$ cat src/rtl/ffba_pkg.sv
package ffba_pkg;

    // Fixed field widths of the request and result transactions
    localparam int REQ_W  = 24;
    localparam int ADDR_W = 32;
    localparam int SEG_W  = 9;
    localparam int NEED_W = REQ_W + 1;
    localparam int CFG_W  = 32;

    // Request actions
    localparam logic ACT_ALLOC = 1'b0;
    localparam logic ACT_FREE  = 1'b1;

    // Configuration register indexes
    localparam logic CFG_SEGMENT_BLOCKS = 1'b0;
    localparam logic CFG_BASE_ADDRESS   = 1'b1;

    // Result status codes
    typedef logic [1:0] status_t;
    localparam status_t ST_OK       = 2'd0;
    localparam status_t ST_NO_MEM   = 2'd1;
    localparam status_t ST_BAD_FREE = 2'd2;

endpackage

$ cat src/rtl/ffba_ram.sv
module ffba_ram #(
    parameter int WIDTH = 9,
    parameter int DEPTH = 256
) (
    input  logic                     clk,
    input  logic                     we,
    input  logic [$clog2(DEPTH)-1:0] waddr,
    input  logic [WIDTH-1:0]         wdata,
    input  logic [$clog2(DEPTH)-1:0] raddr,
    output logic [WIDTH-1:0]         rdata
);

    logic [WIDTH-1:0] mem [DEPTH];

    // Write port and registered read port
    always_ff @(posedge clk)
    begin
        if (we)
        begin
            mem[waddr] <= wdata;
        end
        rdata <= mem[raddr];
    end

endmodule

$ cat src/rtl/first_fit_block_allocator.sv
// First-fit block allocator. An allocate transaction walks the fragment table once in
// address order (one table entry per cycle through the fragment memory read port); on
// a miss it makes a second walk that merges adjacent fragments and picks the first
// merged one that fits, then updates the tables in S_COMMIT and S_SPLIT and posts the
// result in S_RESP, which waits while out_stall holds a pending result. A request larger
// than NUM_BLOCKS blocks, or a free of a misaligned address or of one NUM_BLOCKS or more
// blocks above the base, is answered from S_IDLE through S_RESP; any other free reads
// the allocation table in S_FREE_RD and S_FREE_CHK. After reset and after every write of
// segment_blocks the tables are cleared in a pass during which in_stall stays high.
// BLOCK_BYTES must be a power of two.
module first_fit_block_allocator #(
    parameter int NUM_BLOCKS  = 256,
    parameter int BLOCK_BYTES = 1024
) (
    input  logic                        clk,
    input  logic                        rst_n,
    input  logic                        cfg_write,
    input  logic                        cfg_index,
    input  logic [ffba_pkg::CFG_W-1:0]  cfg_data,
    input  logic                        in_valid,
    output logic                        in_stall,
    input  logic                        action,
    input  logic [ffba_pkg::REQ_W-1:0]  request_bytes,
    input  logic [ffba_pkg::ADDR_W-1:0] release_address,
    output logic                        out_valid,
    input  logic                        out_stall,
    output logic [1:0]                  status,
    output logic [ffba_pkg::ADDR_W-1:0] granted_address,
    output logic [ffba_pkg::SEG_W-1:0]  granted_blocks
);

    localparam int IDX_W       = $clog2(NUM_BLOCKS);
    localparam int CNT_W       = IDX_W + 1;
    localparam int LEN_W       = $clog2(NUM_BLOCKS + 1);
    localparam int BLOCK_SHIFT = $clog2(BLOCK_BYTES);
    localparam int NEED_W      = ffba_pkg::NEED_W;
    localparam int ADDR_W      = ffba_pkg::ADDR_W;
    localparam int REQ_W_LOCAL = ffba_pkg::REQ_W;

    typedef enum logic [3:0] {
        S_CLEAR, S_IDLE, S_SCAN, S_MERGE, S_MTAIL, S_COMMIT, S_SPLIT,
        S_FREE_RD, S_FREE_CHK, S_RESP
    } state_t;

    state_t state_reg, state_next;

    // Configuration
    logic [ffba_pkg::SEG_W-1:0] seg_reg;
    logic [ADDR_W-1:0]          base_reg;

    // Walk control and per-transaction context
    logic [CNT_W-1:0]  ra_reg, ra_next;
    logic              dv_reg, dv_next;
    logic [IDX_W-1:0]  didx_reg, didx_next;
    logic [NEED_W-1:0] need_reg, need_next;
    logic [IDX_W-1:0]  slot_reg, slot_next;
    logic [LEN_W-1:0]  slen_reg, slen_next;
    logic              hv_reg, hv_next;
    logic [IDX_W-1:0]  hidx_reg, hidx_next;
    logic [LEN_W-1:0]  acc_reg, acc_next;
    logic              found_reg, found_next;
    logic [ADDR_W-1:0] faddr_reg, faddr_next;

    // Result register
    logic                       ov_reg, ov_next;
    ffba_pkg::status_t          st_reg, st_next;
    ffba_pkg::status_t          ost_reg;
    logic [ADDR_W-1:0]          ga_reg, ga_next;
    logic [ffba_pkg::SEG_W-1:0] gb_reg, gb_next;

    // Memory ports
    logic              frag_we, alloc_we;
    logic [IDX_W-1:0]  frag_waddr, alloc_waddr, frag_raddr, alloc_raddr;
    logic [LEN_W-1:0]  frag_wdata, alloc_wdata, frag_rdata, alloc_rdata;

    // Request decode
    logic [REQ_W_LOCAL-1:0] req_low;
    logic [NEED_W-1:0] need_raw, need_in;
    logic [ADDR_W-1:0] free_off;
    logic [ADDR_W-1:0] free_blk;
    logic              free_bad;
    logic              in_accept;
    logic              cfg_seg_wr;

    // Merge helpers
    logic [LEN_W:0]    head_end;
    logic              head_fits;
    logic [LEN_W-1:0]  seg_len;
    logic [LEN_W-1:0]  rest;
    logic              split_wr;
    logic              res_load;

    ffba_ram #(.WIDTH(LEN_W), .DEPTH(NUM_BLOCKS)) u_frag_ram (
        .clk   (clk),
        .we    (frag_we),
        .waddr (frag_waddr),
        .wdata (frag_wdata),
        .raddr (frag_raddr),
        .rdata (frag_rdata)
    );

    ffba_ram #(.WIDTH(LEN_W), .DEPTH(NUM_BLOCKS)) u_alloc_ram (
        .clk   (clk),
        .we    (alloc_we),
        .waddr (alloc_waddr),
        .wdata (alloc_wdata),
        .raddr (alloc_raddr),
        .rdata (alloc_rdata)
    );

    // Round the request up to whole blocks, at least one
    assign req_low  = request_bytes & REQ_W_LOCAL'(BLOCK_BYTES - 1);
    assign need_raw = NEED_W'(request_bytes >> BLOCK_SHIFT) + NEED_W'(req_low != '0);
    assign need_in  = (need_raw == '0) ? NEED_W'(1) : need_raw;

    // Check the release address for block alignment and for a range of NUM_BLOCKS from the base
    assign free_off = release_address - base_reg;
    assign free_blk = free_off >> BLOCK_SHIFT;
    assign free_bad = ((free_off & ADDR_W'(BLOCK_BYTES - 1)) != '0) ||
                      (free_blk >= ADDR_W'(NUM_BLOCKS));

    assign in_stall   = (state_reg != S_IDLE);
    assign in_accept  = in_valid && !in_stall;
    assign cfg_seg_wr = cfg_write && (cfg_index == ffba_pkg::CFG_SEGMENT_BLOCKS);

    assign seg_len  = (32'(seg_reg) > NUM_BLOCKS) ? LEN_W'(NUM_BLOCKS) : LEN_W'(seg_reg);
    assign head_end = (LEN_W + 1)'(hidx_reg) + (LEN_W + 1)'(acc_reg);
    assign head_fits = hv_reg && !found_reg && (NEED_W'(acc_reg) >= need_reg);
    assign rest     = slen_reg - need_reg[LEN_W-1:0];
    assign split_wr = (rest != '0) &&
                      ((NEED_W + 1)'(slot_reg) + (NEED_W + 1)'(need_reg) <
                       (NEED_W + 1)'(NUM_BLOCKS));
    assign res_load = !ov_reg || !out_stall;

    assign frag_raddr  = ra_reg[IDX_W-1:0];
    assign alloc_raddr = slot_reg;

    // Next-state logic and memory writes
    always_comb
    begin
        state_next  = state_reg;
        ra_next     = ra_reg;
        dv_next     = 1'b0;
        didx_next   = didx_reg;
        need_next   = need_reg;
        slot_next   = slot_reg;
        slen_next   = slen_reg;
        hv_next     = hv_reg;
        hidx_next   = hidx_reg;
        acc_next    = acc_reg;
        found_next  = found_reg;
        faddr_next  = faddr_reg;
        ov_next     = ov_reg && out_stall;
        st_next     = st_reg;
        ga_next     = ga_reg;
        gb_next     = gb_reg;
        frag_we     = 1'b0;
        frag_waddr  = slot_reg;
        frag_wdata  = '0;
        alloc_we    = 1'b0;
        alloc_waddr = slot_reg;
        alloc_wdata = '0;

        unique case (state_reg)
            S_CLEAR:
            begin
                // Sweep both tables; block 0 holds the whole segment
                frag_we     = 1'b1;
                frag_waddr  = ra_reg[IDX_W-1:0];
                frag_wdata  = (ra_reg == '0) ? seg_len : '0;
                alloc_we    = 1'b1;
                alloc_waddr = ra_reg[IDX_W-1:0];
                ra_next     = ra_reg + CNT_W'(1);
                if (ra_reg[IDX_W-1:0] == IDX_W'(NUM_BLOCKS - 1))
                begin
                    state_next = S_IDLE;
                end
            end
            S_IDLE:
            begin
                if (in_accept)
                begin
                    ra_next    = '0;
                    need_next  = need_in;
                    faddr_next = release_address;
                    slot_next  = free_blk[IDX_W-1:0];
                    if (action == ffba_pkg::ACT_ALLOC)
                    begin
                        if (need_in > NEED_W'(NUM_BLOCKS))
                        begin
                            st_next    = ffba_pkg::ST_NO_MEM;
                            state_next = S_RESP;
                        end
                        else
                        begin
                            state_next = S_SCAN;
                        end
                    end
                    else if (free_bad)
                    begin
                        st_next    = ffba_pkg::ST_BAD_FREE;
                        state_next = S_RESP;
                    end
                    else
                    begin
                        state_next = S_FREE_RD;
                    end
                end
            end
            S_SCAN:
            begin
                // Issue one read per cycle, test the entry read last cycle
                if (ra_reg < CNT_W'(NUM_BLOCKS))
                begin
                    ra_next   = ra_reg + CNT_W'(1);
                    dv_next   = 1'b1;
                    didx_next = ra_reg[IDX_W-1:0];
                end
                if (dv_reg)
                begin
                    if (frag_rdata != '0 && NEED_W'(frag_rdata) >= need_reg)
                    begin
                        slot_next  = didx_reg;
                        slen_next  = frag_rdata;
                        dv_next    = 1'b0;
                        state_next = S_COMMIT;
                    end
                    else if (didx_reg == IDX_W'(NUM_BLOCKS - 1))
                    begin
                        ra_next    = '0;
                        dv_next    = 1'b0;
                        hv_next    = 1'b0;
                        found_next = 1'b0;
                        state_next = S_MERGE;
                    end
                end
            end
            S_MERGE:
            begin
                if (ra_reg < CNT_W'(NUM_BLOCKS))
                begin
                    ra_next   = ra_reg + CNT_W'(1);
                    dv_next   = 1'b1;
                    didx_next = ra_reg[IDX_W-1:0];
                end
                if (dv_reg)
                begin
                    if (frag_rdata != '0)
                    begin
                        if (hv_reg && head_end == (LEN_W + 1)'(didx_reg))
                        begin
                            // Absorb the fragment that starts at the head's end
                            acc_next   = acc_reg + frag_rdata;
                            frag_we    = 1'b1;
                            frag_waddr = didx_reg;
                            frag_wdata = '0;
                        end
                        else
                        begin
                            // Close the previous head and open a new one
                            if (hv_reg)
                            begin
                                frag_we    = 1'b1;
                                frag_waddr = hidx_reg;
                                frag_wdata = acc_reg;
                            end
                            if (head_fits)
                            begin
                                found_next = 1'b1;
                                slot_next  = hidx_reg;
                                slen_next  = acc_reg;
                            end
                            hv_next   = 1'b1;
                            hidx_next = didx_reg;
                            acc_next  = frag_rdata;
                        end
                    end
                    if (didx_reg == IDX_W'(NUM_BLOCKS - 1))
                    begin
                        dv_next    = 1'b0;
                        state_next = S_MTAIL;
                    end
                end
            end
            S_MTAIL:
            begin
                // Close the last head and pick the result
                if (hv_reg)
                begin
                    frag_we    = 1'b1;
                    frag_waddr = hidx_reg;
                    frag_wdata = acc_reg;
                end
                if (head_fits)
                begin
                    slot_next = hidx_reg;
                    slen_next = acc_reg;
                end
                if (found_reg || head_fits)
                begin
                    state_next = S_COMMIT;
                end
                else
                begin
                    st_next    = ffba_pkg::ST_NO_MEM;
                    state_next = S_RESP;
                end
            end
            S_COMMIT:
            begin
                frag_we     = 1'b1;
                frag_wdata  = '0;
                alloc_we    = 1'b1;
                alloc_wdata = need_reg[LEN_W-1:0];
                state_next  = S_SPLIT;
            end
            S_SPLIT:
            begin
                // Leave the tail of the fragment free
                frag_we    = split_wr;
                frag_waddr = IDX_W'((NEED_W + 1)'(slot_reg) + (NEED_W + 1)'(need_reg));
                frag_wdata = rest;
                st_next    = ffba_pkg::ST_OK;
                state_next = S_RESP;
            end
            S_FREE_RD:
            begin
                state_next = S_FREE_CHK;
            end
            S_FREE_CHK:
            begin
                if (alloc_rdata == '0)
                begin
                    st_next = ffba_pkg::ST_BAD_FREE;
                end
                else
                begin
                    frag_we     = 1'b1;
                    frag_wdata  = alloc_rdata;
                    alloc_we    = 1'b1;
                    alloc_wdata = '0;
                    slen_next   = alloc_rdata;
                    st_next     = ffba_pkg::ST_OK;
                end
                state_next = S_RESP;
            end
            S_RESP:
            begin
                // Post the result once the output register is free
                if (res_load)
                begin
                    ov_next = 1'b1;
                    if (st_reg != ffba_pkg::ST_OK)
                    begin
                        ga_next = '0;
                        gb_next = '0;
                    end
                    state_next = S_IDLE;
                end
            end
            default:
            begin
                state_next = S_CLEAR;
            end
        endcase

        // A segment size write rebuilds the heap
        if (cfg_seg_wr)
        begin
            ra_next    = '0;
            state_next = S_CLEAR;
        end
    end

    // Result payload selection for a successful transaction
    logic              res_free_reg;
    logic              res_free_next;
    logic [ADDR_W-1:0] res_addr;
    logic [LEN_W-1:0]  res_len;

    assign res_free_next = (state_reg == S_IDLE && in_accept) ? (action == ffba_pkg::ACT_FREE)
                                                              : res_free_reg;
    assign res_addr = res_free_reg ? faddr_reg
                                   : base_reg + (ADDR_W'(slot_reg) << BLOCK_SHIFT);
    assign res_len  = res_free_reg ? slen_reg : need_reg[LEN_W-1:0];

    // State, context and result registers
    always_ff @(posedge clk or negedge rst_n)
    begin
        if (!rst_n)
        begin
            state_reg    <= S_CLEAR;
            ra_reg       <= '0;
            dv_reg       <= 1'b0;
            hv_reg       <= 1'b0;
            found_reg    <= 1'b0;
            ov_reg       <= 1'b0;
            seg_reg      <= ffba_pkg::SEG_W'(256);
            base_reg     <= '0;
            res_free_reg <= 1'b0;
        end
        else
        begin
            state_reg    <= state_next;
            ra_reg       <= ra_next;
            dv_reg       <= dv_next;
            hv_reg       <= hv_next;
            found_reg    <= found_next;
            ov_reg       <= ov_next;
            res_free_reg <= res_free_next;
            if (cfg_write)
            begin
                if (cfg_index == ffba_pkg::CFG_SEGMENT_BLOCKS)
                begin
                    seg_reg <= cfg_data[ffba_pkg::SEG_W-1:0];
                end
                else
                begin
                    base_reg <= cfg_data;
                end
            end
        end
    end

    // Payload registers
    always_ff @(posedge clk)
    begin
        didx_reg  <= didx_next;
        need_reg  <= need_next;
        slot_reg  <= slot_next;
        slen_reg  <= slen_next;
        hidx_reg  <= hidx_next;
        acc_reg   <= acc_next;
        faddr_reg <= faddr_next;
        st_reg    <= st_next;
        // Hold the posted status until the next result is posted
        if (state_reg == S_RESP && res_load)
        begin
            ost_reg <= st_reg;
        end
        if (state_reg == S_RESP && res_load && st_reg == ffba_pkg::ST_OK)
        begin
            ga_reg <= res_addr;
            gb_reg <= ffba_pkg::SEG_W'(res_len);
        end
        else
        begin
            ga_reg <= ga_next;
            gb_reg <= gb_next;
        end
    end

    assign out_valid       = ov_reg;
    assign status          = ost_reg;
    assign granted_address = ga_reg;
    assign granted_blocks  = gb_reg;

    // The tables change only while a transaction or the clearing pass is in progress
    a_no_write_idle: assert property (@(posedge clk) disable iff (!rst_n)
        (state_reg == S_IDLE || state_reg == S_RESP) |-> (!frag_we && !alloc_we))
        else $error("table write outside of a transaction");

    // When both tables are written together, they are written at the same block
    a_same_block: assert property (@(posedge clk) disable iff (!rst_n)
        (frag_we && alloc_we) |-> (frag_waddr == alloc_waddr))
        else $error("fragment and allocation writes at different blocks");

    // A chosen fragment always covers the request
    a_commit_fits: assert property (@(posedge clk) disable iff (!rst_n)
        (state_reg == S_COMMIT) |-> (slen_reg != '0 && NEED_W'(slen_reg) >= need_reg))
        else $error("committed fragment shorter than the request");

    // A new result is only posted into a free output register
    a_no_overrun: assert property (@(posedge clk) disable iff (!rst_n)
        (ov_reg && out_stall) |=> (ov_reg && $stable(ost_reg) && $stable(ga_reg) &&
                                   $stable(gb_reg)))
        else $error("pending result overwritten");

endmodule
$ cat config.mk
export PLATFORM = sky130hd
export DESIGN_NAME = first_fit_block_allocator
export DESIGN_NICKNAME = d
export VERILOG_FILES = /design/src/rtl/ffba_pkg.sv /design/src/rtl/ffba_ram.sv /design/src/rtl/first_fit_block_allocator.sv
export SDC_FILE = /design/constraint.sdc
export NUM_CORES = 2
export LEC_CHECK = 0
export ABC_AREA = 0
export BUFFER_PORTS_ARGS = -buffer_cell sky130_fd_sc_hd__clkbuf_2
export CORE_ASPECT_RATIO = 1.25
export CORE_MARGIN = 4
export CORE_UTILIZATION = 35
export DETAILED_ROUTE_END_ITERATION = 8
export GPL_ROUTABILITY_DRIVEN = 0
export MAX_ROUTING_LAYER = met4
export SKIP_LAST_GASP = 1
export SLEW_MARGIN = 10
export SYNTH_ARGS = -nofsm -noshare
export SYNTH_HDL_FRONTEND = slang
export SYNTH_MEMORY_MAX_BITS = 65536
export SYNTH_SLANG_ARGS = --single-unit
export TNS_END_PERCENT = 30
$ cat constraint.sdc
create_clock -name clk -period 13.9 [get_ports clk]
set_input_delay 2.085 -clock clk [delete_from_list [all_inputs] [get_ports clk]]
set_output_delay 2.085 -clock clk [all_outputs]
set_load 0.005 [all_outputs]
==> flow_metrics.tcl <==
set metrics [dict create \
    status "finished clean" \
    reg_top3 "u_alloc_ram.mem: 2304 flops, u_frag_ram.mem: 2304 flops" \
    avgSynthCellArea_um2 22.01 \
    drive_gt1_share_pct 28.24 \
    die_h_um 834.3 \
    yosys.area.top_type_share_pct 74.48 \
    post-route-drc-count 0 \
    synthFlopType "edfxtp_1" \
    io_pins 140 \
    clock_path_buffers 4 \
    syn_inst 8687 \
    async_flop_share_pct 1.224 \
    synth_nets 8882 \
    grt.total_usage_pct 17.63 \
    hold_viol 0 \
    critPathLaunch "hidx_reg[1]" \
    routed_via_density 5.485 \
    layout_common_cells "edfxtp_1, mux4_2, nor2_1" \
    synth_compound_area_share_pct 1.446 \
    worstMarginPinSlew_ns 1.437 \
    slew_violations 0 \
    synth_area_um2 191200 \
    min_period_ns 7.416 \
    leakagePower_nw 64.87 \
    yosysTopAreaCell "edfxtp_1" \
    detail-route-antenna-nets 0 \
    rr_worst_depth 15 \
    arrival_ns 8.05 \
    drt-initial-drc-count 10340 \
    cts-root-buf "clkbuf_16" \
    synthAdderAreaFrac_pct 0.6780 \
    maxSlewHeadroom_pct 4.177 \
    final_common_cell "edfxtp_1" \
    fin_tns_setup_ns 0 \
    cts_resized 0 \
    place.port_buffers 139 \
    cp-start-kind "flip-flop" \
    antenna_found_initial 21 \
    nFillCells 47480 \
    clock_sinks 4819 \
    hold_class "flip-flop to flip-flop" \
    regArea_um2 144300 \
    r2r-end "u_frag_ram.mem[208][3]" \
    clk_pin_slew_ns 0.07 \
    finalCritPeriodShare_pct 53.35 \
    finalSetupViolations 0 \
    grt_max_degree 204 \
    post-cts-setup-buffers 0 \
    vias 90890 \
    die_x_um 669.1 \
    nNetsFinal 9183 \
    rsz0062_at_grt "false" \
    synth-xor-area-share_pct 0.3619 \
    dieArea_um2 558200 \
    rows 303 \
    wl_per_cell_um 29.23 \
    dr.pass1.iters 8 \
    grt.overflow.total 0 \
    fmax_mhz 134.8 \
    netlist-cell-type-count 84 \
    yosys.area_share.simple_pct 2.507 \
    grt_pass1_vias 93840 \
    cts_inserted_buffers 470 \
    synth_edf_count 4742 \
    dp_hpwl_um 292800 \
    path_class "flip-flop to flip-flop" \
    cp_max_fo 73 \
    critPathCaptureType "flip-flop" \
    yosysWarnings 0 \
    power_density_nw_per_um2 153.4 \
    clk_latency_ns 1.07 \
    synth_mux_area_share_pct 18.39 \
    vdd_drop_max_mv 0.1286 \
    finClkSkew_ns 0.1515 \
    cts_tree "done" \
    synth_top_family_by_area "multiplexers" \
    routed_wirelength_um 484400 \
    cts_hold_buf 0 \
    r2r_start "hidx_reg[1]" \
    crit_path_end "u_frag_ram.mem[208][3]" \
    cap_violations 0 \
    ys_seq_elements 4819 \
    reg2reg_slack_ns 6.48 \
    synth.top_cells.by_area "edfxtp_1, mux4_2, nor2_1" \
    fin_total_pwr_w 0.03316 \
    seq_area_frac_synth_pct 75.44 \
    grt_first_pass_wirelength_um 698800 \
    core_area_um2 544400 \
    cts_max_level 5 \
    syn2layout_area_growth_pct 13.06 \
    initial_core_util_pct 35.12 \
    multi_input_area_um2 44930 \
    worstPathRequired_ns 14.54 \
]
[layout make-up]
type,instances,area share (%)
flip-flops and latches,4819,66.74
multi-input cells,3288,20.79
clock buffers,559,5.677
well taps,7167,4.149
clock inverters,313,1.462
repair buffers,305,0.9864
inverters,104,0.1806
diodes,15,0.01737
[worst min-delay path by stage]
stage	startpoint	end	slack (ns)	cells past startpoint
2_1_floorplan	st_reg[1]	status[1]	0.42	0
3_3_place_gp	st_reg[1]	status[1]	0.44	0
3_5_place_dp	st_reg[1]	status[1]	0.44	0
4_1_cts	st_reg[1]	status[1]	0.46	0
5_1_grt	st_reg[0]	status[0]	0.48	0
6_report	st_reg[1]	status[1]	0.45	0
[per-stage QoR]
stage               instance area, um2  setup WS, ns  instances  hold slack (ns)  utilization [%]
detailed placement              200700         6.725      15680           0.4405            36.86
floorplan                       191200         1.103       8687           0.4193                -
finish                          216100         6.484      16570           0.4533            39.70
global placement                200700         6.792      15680           0.4388            36.86
CTS                             216100         6.547      16560           0.4583            39.70
global route                    216100         6.054      16560           0.4763            39.70
[kinds of logic after synthesis]
kind of cell / Yosys count
DFF: 4819
muxes: 1596
AOI/OAI and AO/OA: 419
and+or+nand+nor: 1094
xor gates and xnor gates: 79
adders and majority gates: 100
buffers and inverters: 580
[cells in the mapped netlist (24+ instances only)]
cell      count
edfxtp_1   4742
mux4_2     1530
nor2_1      623
clkbuf_1    321
nand2_1     205
buf_1       113
o21ai_0     105
inv_1       102
ha_1         94
a21oi_1      88
dfrtp_1      58
xnor2_1      48
nand3_1      46
nor3_1       43
buf_2        37
mux2_2       37
a21o_1       31
xor2_1       31
mux2i_1      29
a211oi_1     28
a31oi_1      24
[routing by layer]
layer  track usage (%)  part of all wire, %  vias to the layer above
met1             21.77                   38                    49220
met2             29.92                   52                     3603
met3             2.593                  6.3                      832
met4             5.712                  3.8                        0
li1                  -                    -                    37240
met5                 -                    0                        -
[critical path: stages, from the launching register on]
cell	delay [ns]
edfxtp_1	0.49
ha_1	0.36
a211oi_1	0.34
o21ai_0	0.22
a31oi_1	0.32
xnor2_1	0.18
o22ai_1	0.25
and3_1	0.44
nor2_1	0.77
o21a_1	0.49
nand2_1	0.11
nand3b_1	0.10
buf_4	0.52
buf_4	0.71
buf_4	0.75
buf_4	0.65
[report_power, final]
group / leakage [nW] / switching [W] / internal, W / total [W]
clock network: 7.53 / 0.00550 / 0.00727 / 0.0128
logic: 14.3 / 0.00246 / 0.00154 / 0.00400
registers: 43.1 / 0.000158 / 0.0162 / 0.0164
Note: power is estimated with default switching activity, not from simulation.
